$ cat config.mk
export PLATFORM = sky130hd
export DESIGN_NAME = czech_text_to_phoneme_letters_core
export DESIGN_NICKNAME = d
export VERILOG_FILES = /design/src/rtl/ctp_pkg.sv /design/src/rtl/czech_text_to_phoneme_letters_core.sv /design/src/rtl/ctp_front.sv /design/src/rtl/ctp_queue.sv /design/src/rtl/ctp_back.sv
export SDC_FILE = /design/constraint.sdc
export NUM_CORES = 1
export LEC_CHECK = 0
export BUFFER_PORTS_ARGS = -buffer_cell sky130_fd_sc_hd__buf_2
export CORE_MARGIN = 1
export CORE_UTILIZATION = 50
export DETAILED_ROUTE_END_ITERATION = 6
export PLACE_DENSITY = 0.66
export SLEW_MARGIN = 20
export SYNTH_ARGS = -nofsm -noshare
export SYNTH_HDL_FRONTEND = slang
export SYNTH_SLANG_ARGS = --single-unit
$ cat constraint.sdc
create_clock -name clk -period 6.7 [get_ports clk]
set_clock_uncertainty 0.05 [all_clocks]
set_input_delay 1.34 -clock clk [delete_from_list [all_inputs] [get_ports clk]]
set_output_delay 1.34 -clock clk [all_outputs]
set_load 0.01 [all_outputs]
$ cat src/rtl/ctp_pkg.sv
package ctp_pkg;

  localparam int MAX_LEN = 64;
  localparam int LCW = 7;
  localparam logic [LCW-1:0] LEN_LIMIT = LCW'(MAX_LEN - 1);

  localparam logic [7:0] CASE_STEP = 8'd32;
  localparam logic [7:0] CH_APOS   = 8'h27;
  localparam logic [7:0] CH_CARET  = 8'h5E;
  localparam logic [7:0] CH_UC_C   = 8'h43;
  localparam logic [7:0] CH_UC_E   = 8'h45;
  localparam logic [7:0] CH_UC_H   = 8'h48;
  localparam logic [7:0] CH_UC_I   = 8'h49;
  localparam logic [7:0] CH_LC_H   = 8'h68;
  localparam logic [7:0] CH_LC_I   = 8'h69;

  localparam int RES_MAX = 3;
  localparam int QDEPTH  = 8;
  localparam int QAW     = $clog2(QDEPTH);
  localparam int QCW     = $clog2(QDEPTH + 1);
  localparam logic [QCW-1:0] QFILL_MAX = QCW'(QDEPTH - RES_MAX);

  typedef struct packed {
    logic [7:0] out_char;
    logic       is_last;
    logic       error;
  } res_t;

  typedef struct packed {
    logic [1:0]         cnt;
    res_t [RES_MAX-1:0] ent;
  } res_grp_t;

  function automatic logic is_vowel(input logic [7:0] c);
    return c == 8'h41 || c == 8'h45 || c == 8'h49 || c == 8'h59 || c == 8'h4F ||
           c == 8'h55;
  endfunction

  function automatic logic is_hard(input logic [7:0] c);
    return c == 8'h43 || c == 8'h44 || c == 8'h4E || c == 8'h52 || c == 8'h53 ||
           c == 8'h54 || c == 8'h5A;
  endfunction

  function automatic logic is_dnt(input logic [7:0] c);
    return c == 8'h44 || c == 8'h4E || c == 8'h54;
  endfunction

  function automatic logic is_punct(input logic [7:0] c);
    return c == 8'h20 || c == 8'h2C || c == 8'h2E || c == 8'h21 || c == 8'h3F;
  endfunction

endpackage

$ cat src/rtl/czech_text_to_phoneme_letters_core.sv
// Czech text to phoneme letters.
// Input channel: one ASCII character per beat (in_ch, in_end_of_string on the
// last character of a string), taken when in_valid is high and in_stall low.
// Output channel: one phoneme letter per beat (out_char, out_is_last,
// out_error), taken when out_valid is high and out_stall low.
// Throughput: one character per cycle while in_stall is low. A character yields
// zero to three beats; up to three come out at the end of a string and drain at
// one beat per cycle while out_stall is low, through an eight-entry queue, so
// in_stall rises only while the queue holds more than five beats.
// A beat is written into the queue at the edge that takes the character
// releasing it and then moves on into the output register; letters lag the
// text by up to two characters for lookahead.
// An error beat has out_char 0, out_is_last and out_error set; the string's
// remaining characters are dropped.
// Reset (rst_n low at a clock edge) clears the lookahead state, empties the
// queue and clears the output valid flag. While out_stall is high the output
// beat holds and the queue fills, then in_stall backs up the input.
module czech_text_to_phoneme_letters_core import ctp_pkg::*; (
  input  logic       clk,
  input  logic       rst_n,
  input  logic       in_valid,
  output logic       in_stall,
  input  logic [7:0] in_ch,
  input  logic       in_end_of_string,
  output logic       out_valid,
  input  logic       out_stall,
  output logic [7:0] out_char,
  output logic       out_is_last,
  output logic       out_error
);

  res_grp_t grp;
  logic     full;
  logic     nonempty;
  logic     pop;
  res_t     head;

  assign in_stall = full;

  ctp_front u_front (
    .clk             (clk),
    .rst_n           (rst_n),
    .in_valid        (in_valid),
    .in_stall        (in_stall),
    .in_ch           (in_ch),
    .in_end_of_string(in_end_of_string),
    .grp             (grp)
  );

  ctp_queue u_queue (
    .clk     (clk),
    .rst_n   (rst_n),
    .grp     (grp),
    .pop     (pop),
    .full    (full),
    .nonempty(nonempty),
    .head    (head)
  );

  ctp_back u_back (
    .clk        (clk),
    .rst_n      (rst_n),
    .nonempty   (nonempty),
    .head       (head),
    .pop        (pop),
    .out_valid  (out_valid),
    .out_stall  (out_stall),
    .out_char   (out_char),
    .out_is_last(out_is_last),
    .out_error  (out_error)
  );

endmodule

$ cat src/rtl/ctp_front.sv
module ctp_front import ctp_pkg::*; (
  input  logic       clk,
  input  logic       rst_n,
  input  logic       in_valid,
  input  logic       in_stall,
  input  logic [7:0] in_ch,
  input  logic       in_end_of_string,
  output res_grp_t   grp
);

  logic [7:0]     pend_c_r, pend_c_nxt;
  logic           pend_v_r, pend_v_nxt;
  logic [7:0]     held_c_r, held_c_nxt;
  logic           held_v_r, held_v_nxt;
  logic [LCW-1:0] letters_r, letters_nxt;
  logic           disc_r, disc_nxt;

  logic           acc;
  logic [7:0]     conv;
  logic           bad;
  logic [7:0]     p;
  logic           consumed;
  logic           stop;
  logic           clr;
  logic [7:0]     hc;
  logic           hv;
  logic [LCW-1:0] cnt;
  logic           pv;
  logic [1:0]     n;

  assign acc = in_valid && !in_stall;

  always_comb begin
    bad  = 1'b0;
    conv = in_ch;
    if (in_ch >= 8'h61 && in_ch <= 8'h7A) begin
      conv = in_ch - CASE_STEP;
    end else if (!((in_ch >= 8'h41 && in_ch <= 8'h5A) || is_punct(in_ch))) begin
      bad = 1'b1;
    end
  end

  always_comb begin
    grp      = '0;
    n        = 2'd0;
    p        = pend_c_r;
    consumed = 1'b0;
    stop     = 1'b0;
    clr      = 1'b0;
    hc       = held_c_r;
    hv       = held_v_r;
    cnt      = letters_r;
    pv       = pend_v_r;
    pend_c_nxt = pend_c_r;
    disc_nxt   = disc_r;
    if (acc) begin
      if (disc_r) begin
        if (in_end_of_string) begin
          disc_nxt = 1'b0;
          clr      = 1'b1;
        end
      end else begin
        if (pend_v_r) begin
          if (in_ch == CH_APOS) begin
            if (is_vowel(p)) begin
              p        = p + CASE_STEP;
              consumed = 1'b1;
            end
          end else if (in_ch == CH_CARET) begin
            if (is_hard(p)) begin
              p        = p + CASE_STEP;
              consumed = 1'b1;
            end else if (p == CH_UC_E) begin
              if (hv) begin
                hc = hc + CASE_STEP;
              end
              consumed = 1'b1;
            end
          end else if (in_ch == CH_UC_I || in_ch == CH_LC_I) begin
            if (is_dnt(p)) begin
              p = p + CASE_STEP;
            end
          end else if (p == CH_UC_C && (in_ch == CH_UC_H || in_ch == CH_LC_H)) begin
            p        = CH_LC_H;
            consumed = 1'b1;
          end
          if (hv) begin
            grp.ent[n] = '{out_char: hc, is_last: 1'b0, error: 1'b0};
            n = n + 2'd1;
          end
          hc  = p;
          hv  = 1'b1;
          pv  = 1'b0;
          cnt = cnt + LCW'(1);
          if (cnt >= LEN_LIMIT) begin
            grp.ent[n] = '{out_char: p, is_last: 1'b1, error: 1'b0};
            n = n + 2'd1;
            clr      = 1'b1;
            disc_nxt = !in_end_of_string;
            stop     = 1'b1;
          end else if (consumed) begin
            stop = 1'b1;
            if (in_end_of_string) begin
              grp.ent[n] = '{out_char: p, is_last: 1'b1, error: 1'b0};
              n = n + 2'd1;
              clr = 1'b1;
            end
          end
        end
        if (!stop) begin
          if (bad) begin
            grp.ent = '0;
            grp.ent[0] = '{out_char: 8'd0, is_last: 1'b1, error: 1'b1};
            n        = 2'd1;
            clr      = 1'b1;
            disc_nxt = !in_end_of_string;
          end else if (in_end_of_string) begin
            if (hv) begin
              grp.ent[n] = '{out_char: hc, is_last: 1'b0, error: 1'b0};
              n = n + 2'd1;
            end
            grp.ent[n] = '{out_char: conv, is_last: 1'b1, error: 1'b0};
            n   = n + 2'd1;
            clr = 1'b1;
          end else begin
            pend_c_nxt = conv;
            pv         = 1'b1;
          end
        end
      end
    end
    grp.cnt     = n;
    pend_v_nxt  = pv;
    held_c_nxt  = hc;
    held_v_nxt  = hv;
    letters_nxt = cnt;
    if (clr) begin
      pend_c_nxt  = 8'd0;
      pend_v_nxt  = 1'b0;
      held_c_nxt  = 8'd0;
      held_v_nxt  = 1'b0;
      letters_nxt = '0;
    end
  end

  always_ff @(posedge clk) begin
    if (!rst_n) begin
      pend_c_r  <= 8'd0;
      pend_v_r  <= 1'b0;
      held_c_r  <= 8'd0;
      held_v_r  <= 1'b0;
      letters_r <= '0;
      disc_r    <= 1'b0;
    end else begin
      pend_c_r  <= pend_c_nxt;
      pend_v_r  <= pend_v_nxt;
      held_c_r  <= held_c_nxt;
      held_v_r  <= held_v_nxt;
      letters_r <= letters_nxt;
      disc_r    <= disc_nxt;
    end
  end

endmodule

$ cat src/rtl/ctp_queue.sv
module ctp_queue import ctp_pkg::*; (
  input  logic     clk,
  input  logic     rst_n,
  input  res_grp_t grp,
  input  logic     pop,
  output logic     full,
  output logic     nonempty,
  output res_t     head
);

  res_t           mem_r [QDEPTH];
  logic [QAW-1:0] wr_ptr_r, wr_ptr_nxt;
  logic [QAW-1:0] rd_ptr_r, rd_ptr_nxt;
  logic [QCW-1:0] count_r, count_nxt;
  logic [QAW-1:0] widx [RES_MAX];

  assign full     = count_r > QFILL_MAX;
  assign nonempty = count_r != '0;
  assign head     = mem_r[rd_ptr_r];

  always_comb begin
    for (int k = 0; k < RES_MAX; k++) begin
      widx[k] = wr_ptr_r + QAW'(k);
    end
    wr_ptr_nxt = wr_ptr_r + QAW'(grp.cnt);
    rd_ptr_nxt = rd_ptr_r + QAW'(pop);
    count_nxt  = count_r + QCW'(grp.cnt) - QCW'(pop);
  end

  always_ff @(posedge clk) begin
    for (int k = 0; k < RES_MAX; k++) begin
      if (2'(k) < grp.cnt) begin
        mem_r[widx[k]] <= grp.ent[k];
      end
    end
  end

  always_ff @(posedge clk) begin
    if (!rst_n) begin
      wr_ptr_r <= '0;
      rd_ptr_r <= '0;
      count_r  <= '0;
    end else begin
      wr_ptr_r <= wr_ptr_nxt;
      rd_ptr_r <= rd_ptr_nxt;
      count_r  <= count_nxt;
    end
  end

endmodule

$ cat src/rtl/ctp_back.sv
module ctp_back import ctp_pkg::*; (
  input  logic       clk,
  input  logic       rst_n,
  input  logic       nonempty,
  input  res_t       head,
  output logic       pop,
  output logic       out_valid,
  input  logic       out_stall,
  output logic [7:0] out_char,
  output logic       out_is_last,
  output logic       out_error
);

  logic out_valid_r, out_valid_nxt;
  res_t res_r;
  logic load;

  assign load = !out_valid_r || !out_stall;
  assign pop  = load && nonempty;

  always_comb begin
    out_valid_nxt = out_valid_r;
    if (load) begin
      out_valid_nxt = nonempty;
    end
  end

  always_ff @(posedge clk) begin
    if (!rst_n) begin
      out_valid_r <= 1'b0;
    end else begin
      out_valid_r <= out_valid_nxt;
    end
  end

  always_ff @(posedge clk) begin
    if (pop) begin
      res_r <= head;
    end
  end

  assign out_valid   = out_valid_r;
  assign out_char    = res_r.out_char;
  assign out_is_last = res_r.is_last;
  assign out_error   = res_r.error;

endmodule

### Yosys cells after proc, flatten, opt, wreduce, memory -nomap -nowiden

Memories as Yosys holds them, arrays and structs flattened. A register that Yosys moved wholly into a read port is not among the register bits.
Index checks and enable logic that the tools add are counted.

| cells by class | value |
|---|---|
| $add $sub $neg | 13 |
| order comparisons | 15 |
| equality and inequality tests | 24 |
| multiplexer cells | 112 |
| bitwise gates (word level) | 5 |
| reduce and logical (&&, ||, !) cells | 38 |

Operators by type and width:

| operator | count |
|---|---|
| $mux 30 | 17 |
| $eq 8x7->1 const B | 18 |
| $mux 8 | 18 |
| $bwmux 30 | 3 |
| $mux 10 | 7 |
| $demux 10 s2 | 3 |
| $eq 8x6->1 const B | 6 |
| $mux 1 | 44 |
| $mux 2 | 20 |
| $logic_or 1x1->1 | 21 |
| $add 8x6->8 const B | 2 |
| $ge 8x7->1 const B | 2 |
| $le 8x7->1 const B | 2 |
| $lt 2x3->1 const B | 3 |
| $logic_and 1x1->1 | 8 |
| $sub 8x6->8 const B | 1 |
| $add 7x1->7 const B | 1 |
| $ge 7x6->1 const B | 1 |
| $add 2x1->2 const B | 3 |
| $ge 2x1->1 const B | 3 |
| $not 1->1 | 5 |
| $reduce_and 5->1 | 1 |
| $add 4x2->4 | 1 |
| $gt 4x3->1 const B | 1 |
| other kinds (12) | 16 |

| storage, ports and cells | value |
|---|---|
| register bits | 37 |
| RAM bits | 80 |
| bits of input ports | 13 |
| output and inout port bits | 12 |
| logic and storage cells | 218 |
| memories kept | 1 |

Memories:

| memory | depth | bits a word | read ports | clocked after Yosys merged registers in | wr ports | RTL line | text |
|---|---|---|---|---|---|---|---|
| u_queue.mem_r | 8 | 10 | 1 | 1 | 3 | ctp_queue.sv:11 | `res_t mem_r [QDEPTH];` |

### Logic depth before layout (Yosys ltp)

| logic depth | value |
|---|---|
| depth after elaboration | 35 |
| depth in mapped cells | 23 |
| depth with buffers taken out | 21 |

### Modules after synthesis

A second synthesis with hierarchy kept.

| unflattened totals | value |
|---|---|
| cell total of the unflattened synthesis | 1085 |
| area total of the unflattened synthesis | 9562.9 sq um |

By module, submodules not included:

| module | times used | cells each | area each (sq um) | sequential area each (sq um) |
|---|---|---|---|---|
| ctp_queue | 1 | 641 | 6139.6 | 2602.5 |
| ctp_front | 1 | 430 | 3084.2 | 520.5 |
| ctp_back | 1 | 14 | 339.1 | 320.3 |

### Worst setup path after synthesis

Ideal clock, no wire load.

| path | value |
|---|---|
| kind | input to register |
| from | input port in_ch[2] |
| to | memory u_queue.mem_r[6][0] (netlist bit) (enable) |
| arrival | 5.114 ns |
| data required time | 6.270 ns |
| setup slack | 1.156 ns |
| cell stages on the path | 19 |
| buffers on the path | 4 |
| cell sequence | buf_4 -> nand4_1 -> nor4_1 -> a211o_1 -> o211a_1 -> buf_6 -> mux2_2 -> nand2_1 -> ha_1 -> nor2b_1 -> inv_1 -> ha_1 -> o2111ai_1 -> nand3_1 -> inv_1 -> buf_2 -> buf_2 -> nand3_1 -> a21oi_1 |

RTL lines:

| item | RTL line | text |
|---|---|---|
| from (decl) | czech_text_to_phoneme_letters_core.sv:23 | `input logic [7:0] in_ch,` |
| to (decl) | ctp_queue.sv:11 |  |

==> impl_results.rst <==
.. list-table::
   :header-rows: 1

   * - Metric
     - Value
   * - DR DRC count
     - 0
   * - Endpoint required time on the critical path
     - around 6700 ps
   * - Run status
     - finished, final reports clean
   * - Half-perimeter wire length after placement
     - 20280 µm
   * - Antenna fix cells
     - 0
   * - Clock tree from TritonCTS
     - built
   * - Row cnt
     - 47
   * - Buffers added on ports
     - 24
   * - Cell area after synthesis
     - between 8000 and 9000 µm²
   * - Footprint of the flip-flops and latches
     - around 3400 µm²
   * - Clock share of power
     - between 30% and 40%
   * - Total global-route track usage
     - between 30% and 40%
   * - Later-pin clock latency in the skew report
     - around 430 ps
   * - Share of cells above drive strength 1
     - roughly 16%
   * - Kind of launch point of the worst setup path
     - primary input
   * - CP endpoint kind
     - flop
   * - Inserted Clock Buffers
     - 17
   * - Reg-to-reg endpoint
     - u_queue.mem_r[1][4]$_DFFE_PP_
   * - Via count of the first global-routing pass
     - between 7000 and 8000
   * - Per-cell routed wire length
     - ~24 µm
   * - Prevailing post-synth register cell
     - edfxtp_1
   * - Gate count of the mapped netlist
     - roughly 910
   * - Post-layout min period
     - ~5800 ps
   * - Die Area
     - around 18000 µm²
   * - Switching part of the total
     - about a third
   * - Final Non-Filler Cells
     - between 1000 and 1500
   * - Antenna violations before repair
     - 0
   * - Sink count of the clock tree
     - roughly 130
   * - Maximum vdd ir drop
     - roughly 0.00019 V
   * - Violation count after the first detailed-route iteration
     - roughly 900
   * - Buffers from clock root to sink, at most
     - 2
   * - Unrepaired setup endpoints after global routing
     - false
   * - CTS Root Buffer Type
     - clkbuf_16
   * - Post-CTS Hold Fix Bufs
     - 0
   * - Highest achievable clock rate
     - 173.5 MHz
   * - Initial core utilization
     - 51.67%
   * - Synthesized net count
     - approximately 950
   * - Syn_area_per_cell
     - around 9.5 µm²
   * - # Max-Cap Violations
     - 0
   * - Hold Worst Slack
     - approximately 420 ps
   * - Switching power of the nets
     - around 810 µW
   * - Worst Path Max Fanout
     - 13
   * - Count leader, synth
     - nand2_1
   * - Weighted congestion reported at the end of routability-driven placement
     - approximately 1.0
   * - Die X-Extent
     - around 130 µm
   * - Ranking of synthesized cells by area
     - edfxtp_1, dfxtp_1, mux4_2
   * - Share of the yosys chip area belonging to registers
     - 39.90%
   * - Overall routed net length
     - 28240 µm
   * - Internal power
     - approximately 1.8 mW
   * - Number of nets at the end of the flow
     - about 970
   * - Chip Height
     - approximately 130 µm
   * - Number of synthesized register bits
     - about 130
   * - Path type of the worst min-delay path
     - reg2reg
   * - Sequential power share
     - roughly 40%
   * - Number of endpoints with negative hold slack in the final report
     - 0
   * - R2R cell count
     - 18
   * - Routed via count divided by cell count
     - 6.671
   * - Share of power burned in combinational logic
     - approximately a quarter
   * - Final number of setup-violating endpoints
     - 0
   * - Pwr Density
     - ~270 nW/µm²
   * - Worst rel slew slack
     - 29.12%
   * - # fillers
     - roughly 1500
   * - Hold wc startpoint
     - u_back.out_valid$_SDFFE_PN0P_
   * - First-pass DRT Iterations
     - 6
   * - Final period util
     - between 80% and 90%
   * - Launch instance of the worst register-to-register path
     - u_front.letters_r[0]$_SDFFE_PP0P_
   * - Critical Path AT
     - 5780 ps
   * - Wire length of the first global-routing pass
     - 43690 µm
   * - Congestion Overflow GR
     - 0
   * - Number of buffers inserted by post-CTS setup repair
     - 0
   * - Residual antenna-violating net count after detailed routing
     - 0
   * - Area Growth Syn to Fin
     - 11.25%
   * - Post-synth top area cell
     - edfxtp_1
   * - CORE AREA
     - around 17000 µm²
   * - Number of max-slew violations in the final report
     - 0
   * - Post-synth top area share
     - ~31%
   * - Setup TNS Final
     - 0 ps
   * - Area of the multi-input gates
     - roughly 4800 µm²
   * - WHS Path Cells
     - 2
   * - Measured slew at the worst slew-check pin
     - 1062 ps
   * - Clock transition at path regs
     - about 70 ps
   * - Top-Level Pins
     - 25
   * - Reg2reg setup slack
     - between 1500 and 2000 ps
   * - Number of enable-type register cells in the synthesized netlist
     - 90
   * - Largest net degree at the start of global routing
     - 26
   * - DR vias
     - between 7000 and 8000
   * - Max H-tree Level
     - 4
   * - Proportion of register bits with asynchronous set or reset after synthesis
     - 0%
   * - Unique masters post-synth
     - 86
   * - CTS-repair resized insts
     - 0
   * - Dpl cells
     - about 1100
   * - Worst Path Class, Setup
     - in2reg
   * - Capture endpoint of the worst hold path
     - u_back.out_valid$_SDFFE_PN0P_
   * - Top cells by instance count after synthesis
     - nand2_1, edfxtp_1, nor2_1, a21oi_1, nand3_1
   * - Yosys synthesis warning count
     - 0
   * - Static leakage power
     - between 3 and 4 nW
-- per-stage QoR --
| stage | setup WS [ps] | utilization [%] | total power [mW] | area (µm²) |
|---|---|---|---|---|
| after floorplan | 1156 | - | 1.462 | 8630 |
| after global placement | 674.5 | 54.00 | 1.649 | 9019 |
| after detailed placement | 609.0 | 54.00 | 1.655 | 9019 |
| after CTS | 1019 | 57.44 | 2.565 | 9593 |
| after global routing | 675.8 | 57.48 | 2.670 | 9600 |
| final | 936.7 | 57.48 | 2.560 | 9600 |
-- cell type report --
class | instances | area share [%]
Tap cell | 220 | 2.867
Timing Repair Buffer | 59 | 3.988
Sequential cell | 127 | 35.87
Clock buffer | 17 | 4.431
Inverter | 39 | 1.525
Clock inverter | 15 | 1.551
Multi-Input combinational cell | 681 | 49.77
-- cells in the final DEF (no fill, tap or decap), drive strengths merged, types with 25 or more instances in the layout --
| master | netlist | final |
|---|---|---|
| ha | 26 | 26 |
| o211ai | 27 | 27 |
| dfxtp | 37 | 37 |
| buf | 19 | 59 |
| nand3 | 42 | 42 |
| o221ai | 25 | 25 |
| inv | 38 | 47 |
| nor2 | 74 | 74 |
| edfxtp | 90 | 90 |
| a21oi | 44 | 44 |
| o21ai | 40 | 40 |
| nand2 | 113 | 113 |
-- how the worst max path moves through the flow --
stage                         from                                 to  slack, ps  depth (start not counted)
after global routing      in_ch[0]      u_queue.mem_r[2][8]$_DFFE_PP_        680                         19
final                     in_ch[0]      u_queue.mem_r[1][4]$_DFFE_PP_        940                         17
after floorplan           in_ch[2]  u_queue.mem_r[6][0]$_SDFFCE_PP0P_       1160                         19
after CTS                 in_ch[0]      u_queue.mem_r[1][4]$_DFFE_PP_       1020                         17
after detailed placement  in_ch[0]      u_queue.mem_r[1][1]$_DFFE_PP_        610                         17
after global placement    in_ch[0]      u_queue.mem_r[1][1]$_DFFE_PP_        670                         17
-- flip-flops by register name (all words and copies together), names as in the netlist --
name                cells
u_front.pend_c_r        8
u_queue.wr_ptr_r        3
u_back.out_is_last      1
u_back.out_char         8
u_back.out_error        1
u_front.disc_r          1
u_queue.count_r         4
u_front.letters_r       7
u_front.pend_v_r        1
u_front.held_v_r        1
u_queue.mem_r          80
u_queue.rd_ptr_r        3
u_back.out_valid        1
u_front.held_c_r        8
-- power by group through the flow --
stage	Sequential [mW]	Clock [mW]	Combinational [mW]
2_1_floorplan	1.01	0	0.451
3_3_place_gp	1.03	0	0.617
3_5_place_dp	1.03	0	0.622
4_1_cts	1.02	0.924	0.624
5_1_grt	1.02	0.956	0.689
6_report	1.02	0.922	0.622
-- critical path, stage by stage --
cell	delay (ps)
buf_2	190
nor4_1	440
and4_1	360
a211o_1	190
o211a_1	370
mux2_2	400
nand2_1	120
ha_1	240
nor2b_1	140
inv_1	100
ha_1	250
o2111ai_1	100
nand3_1	110
buf_4	200
or3_1	490
nand2_1	280
a21o_1	430
-- layer usage --
metal | track usage [%] | part of all wire (%) | wire length [µm] | vias up
met2 | 52.23 | 47 | 13140 | 436
met4 | 17.11 | 4.5 | 1281 | 0
li1 | - | - | - | 3522
met1 | 43.28 | 41 | 11650 | 3665
met5 | 0 | 0 | 0 | -
met3 | 5.327 | 7.6 | 2158 | 102
-- logic make-up after synthesis --
group,count (synthesis),share of synthesized area [%]
AND/OR/NAND/NOR,338,19.12
AO/OA/AOI/OAI,251,21.65
flip-flops,127,39.90
buffers and inverters,100,4.857
multiplexers,47,8.511
adder cells (fa/ha/maj),28,4.234
XOR/XNOR,17,1.725
Note: power is estimated with default switching activity, not from simulation.
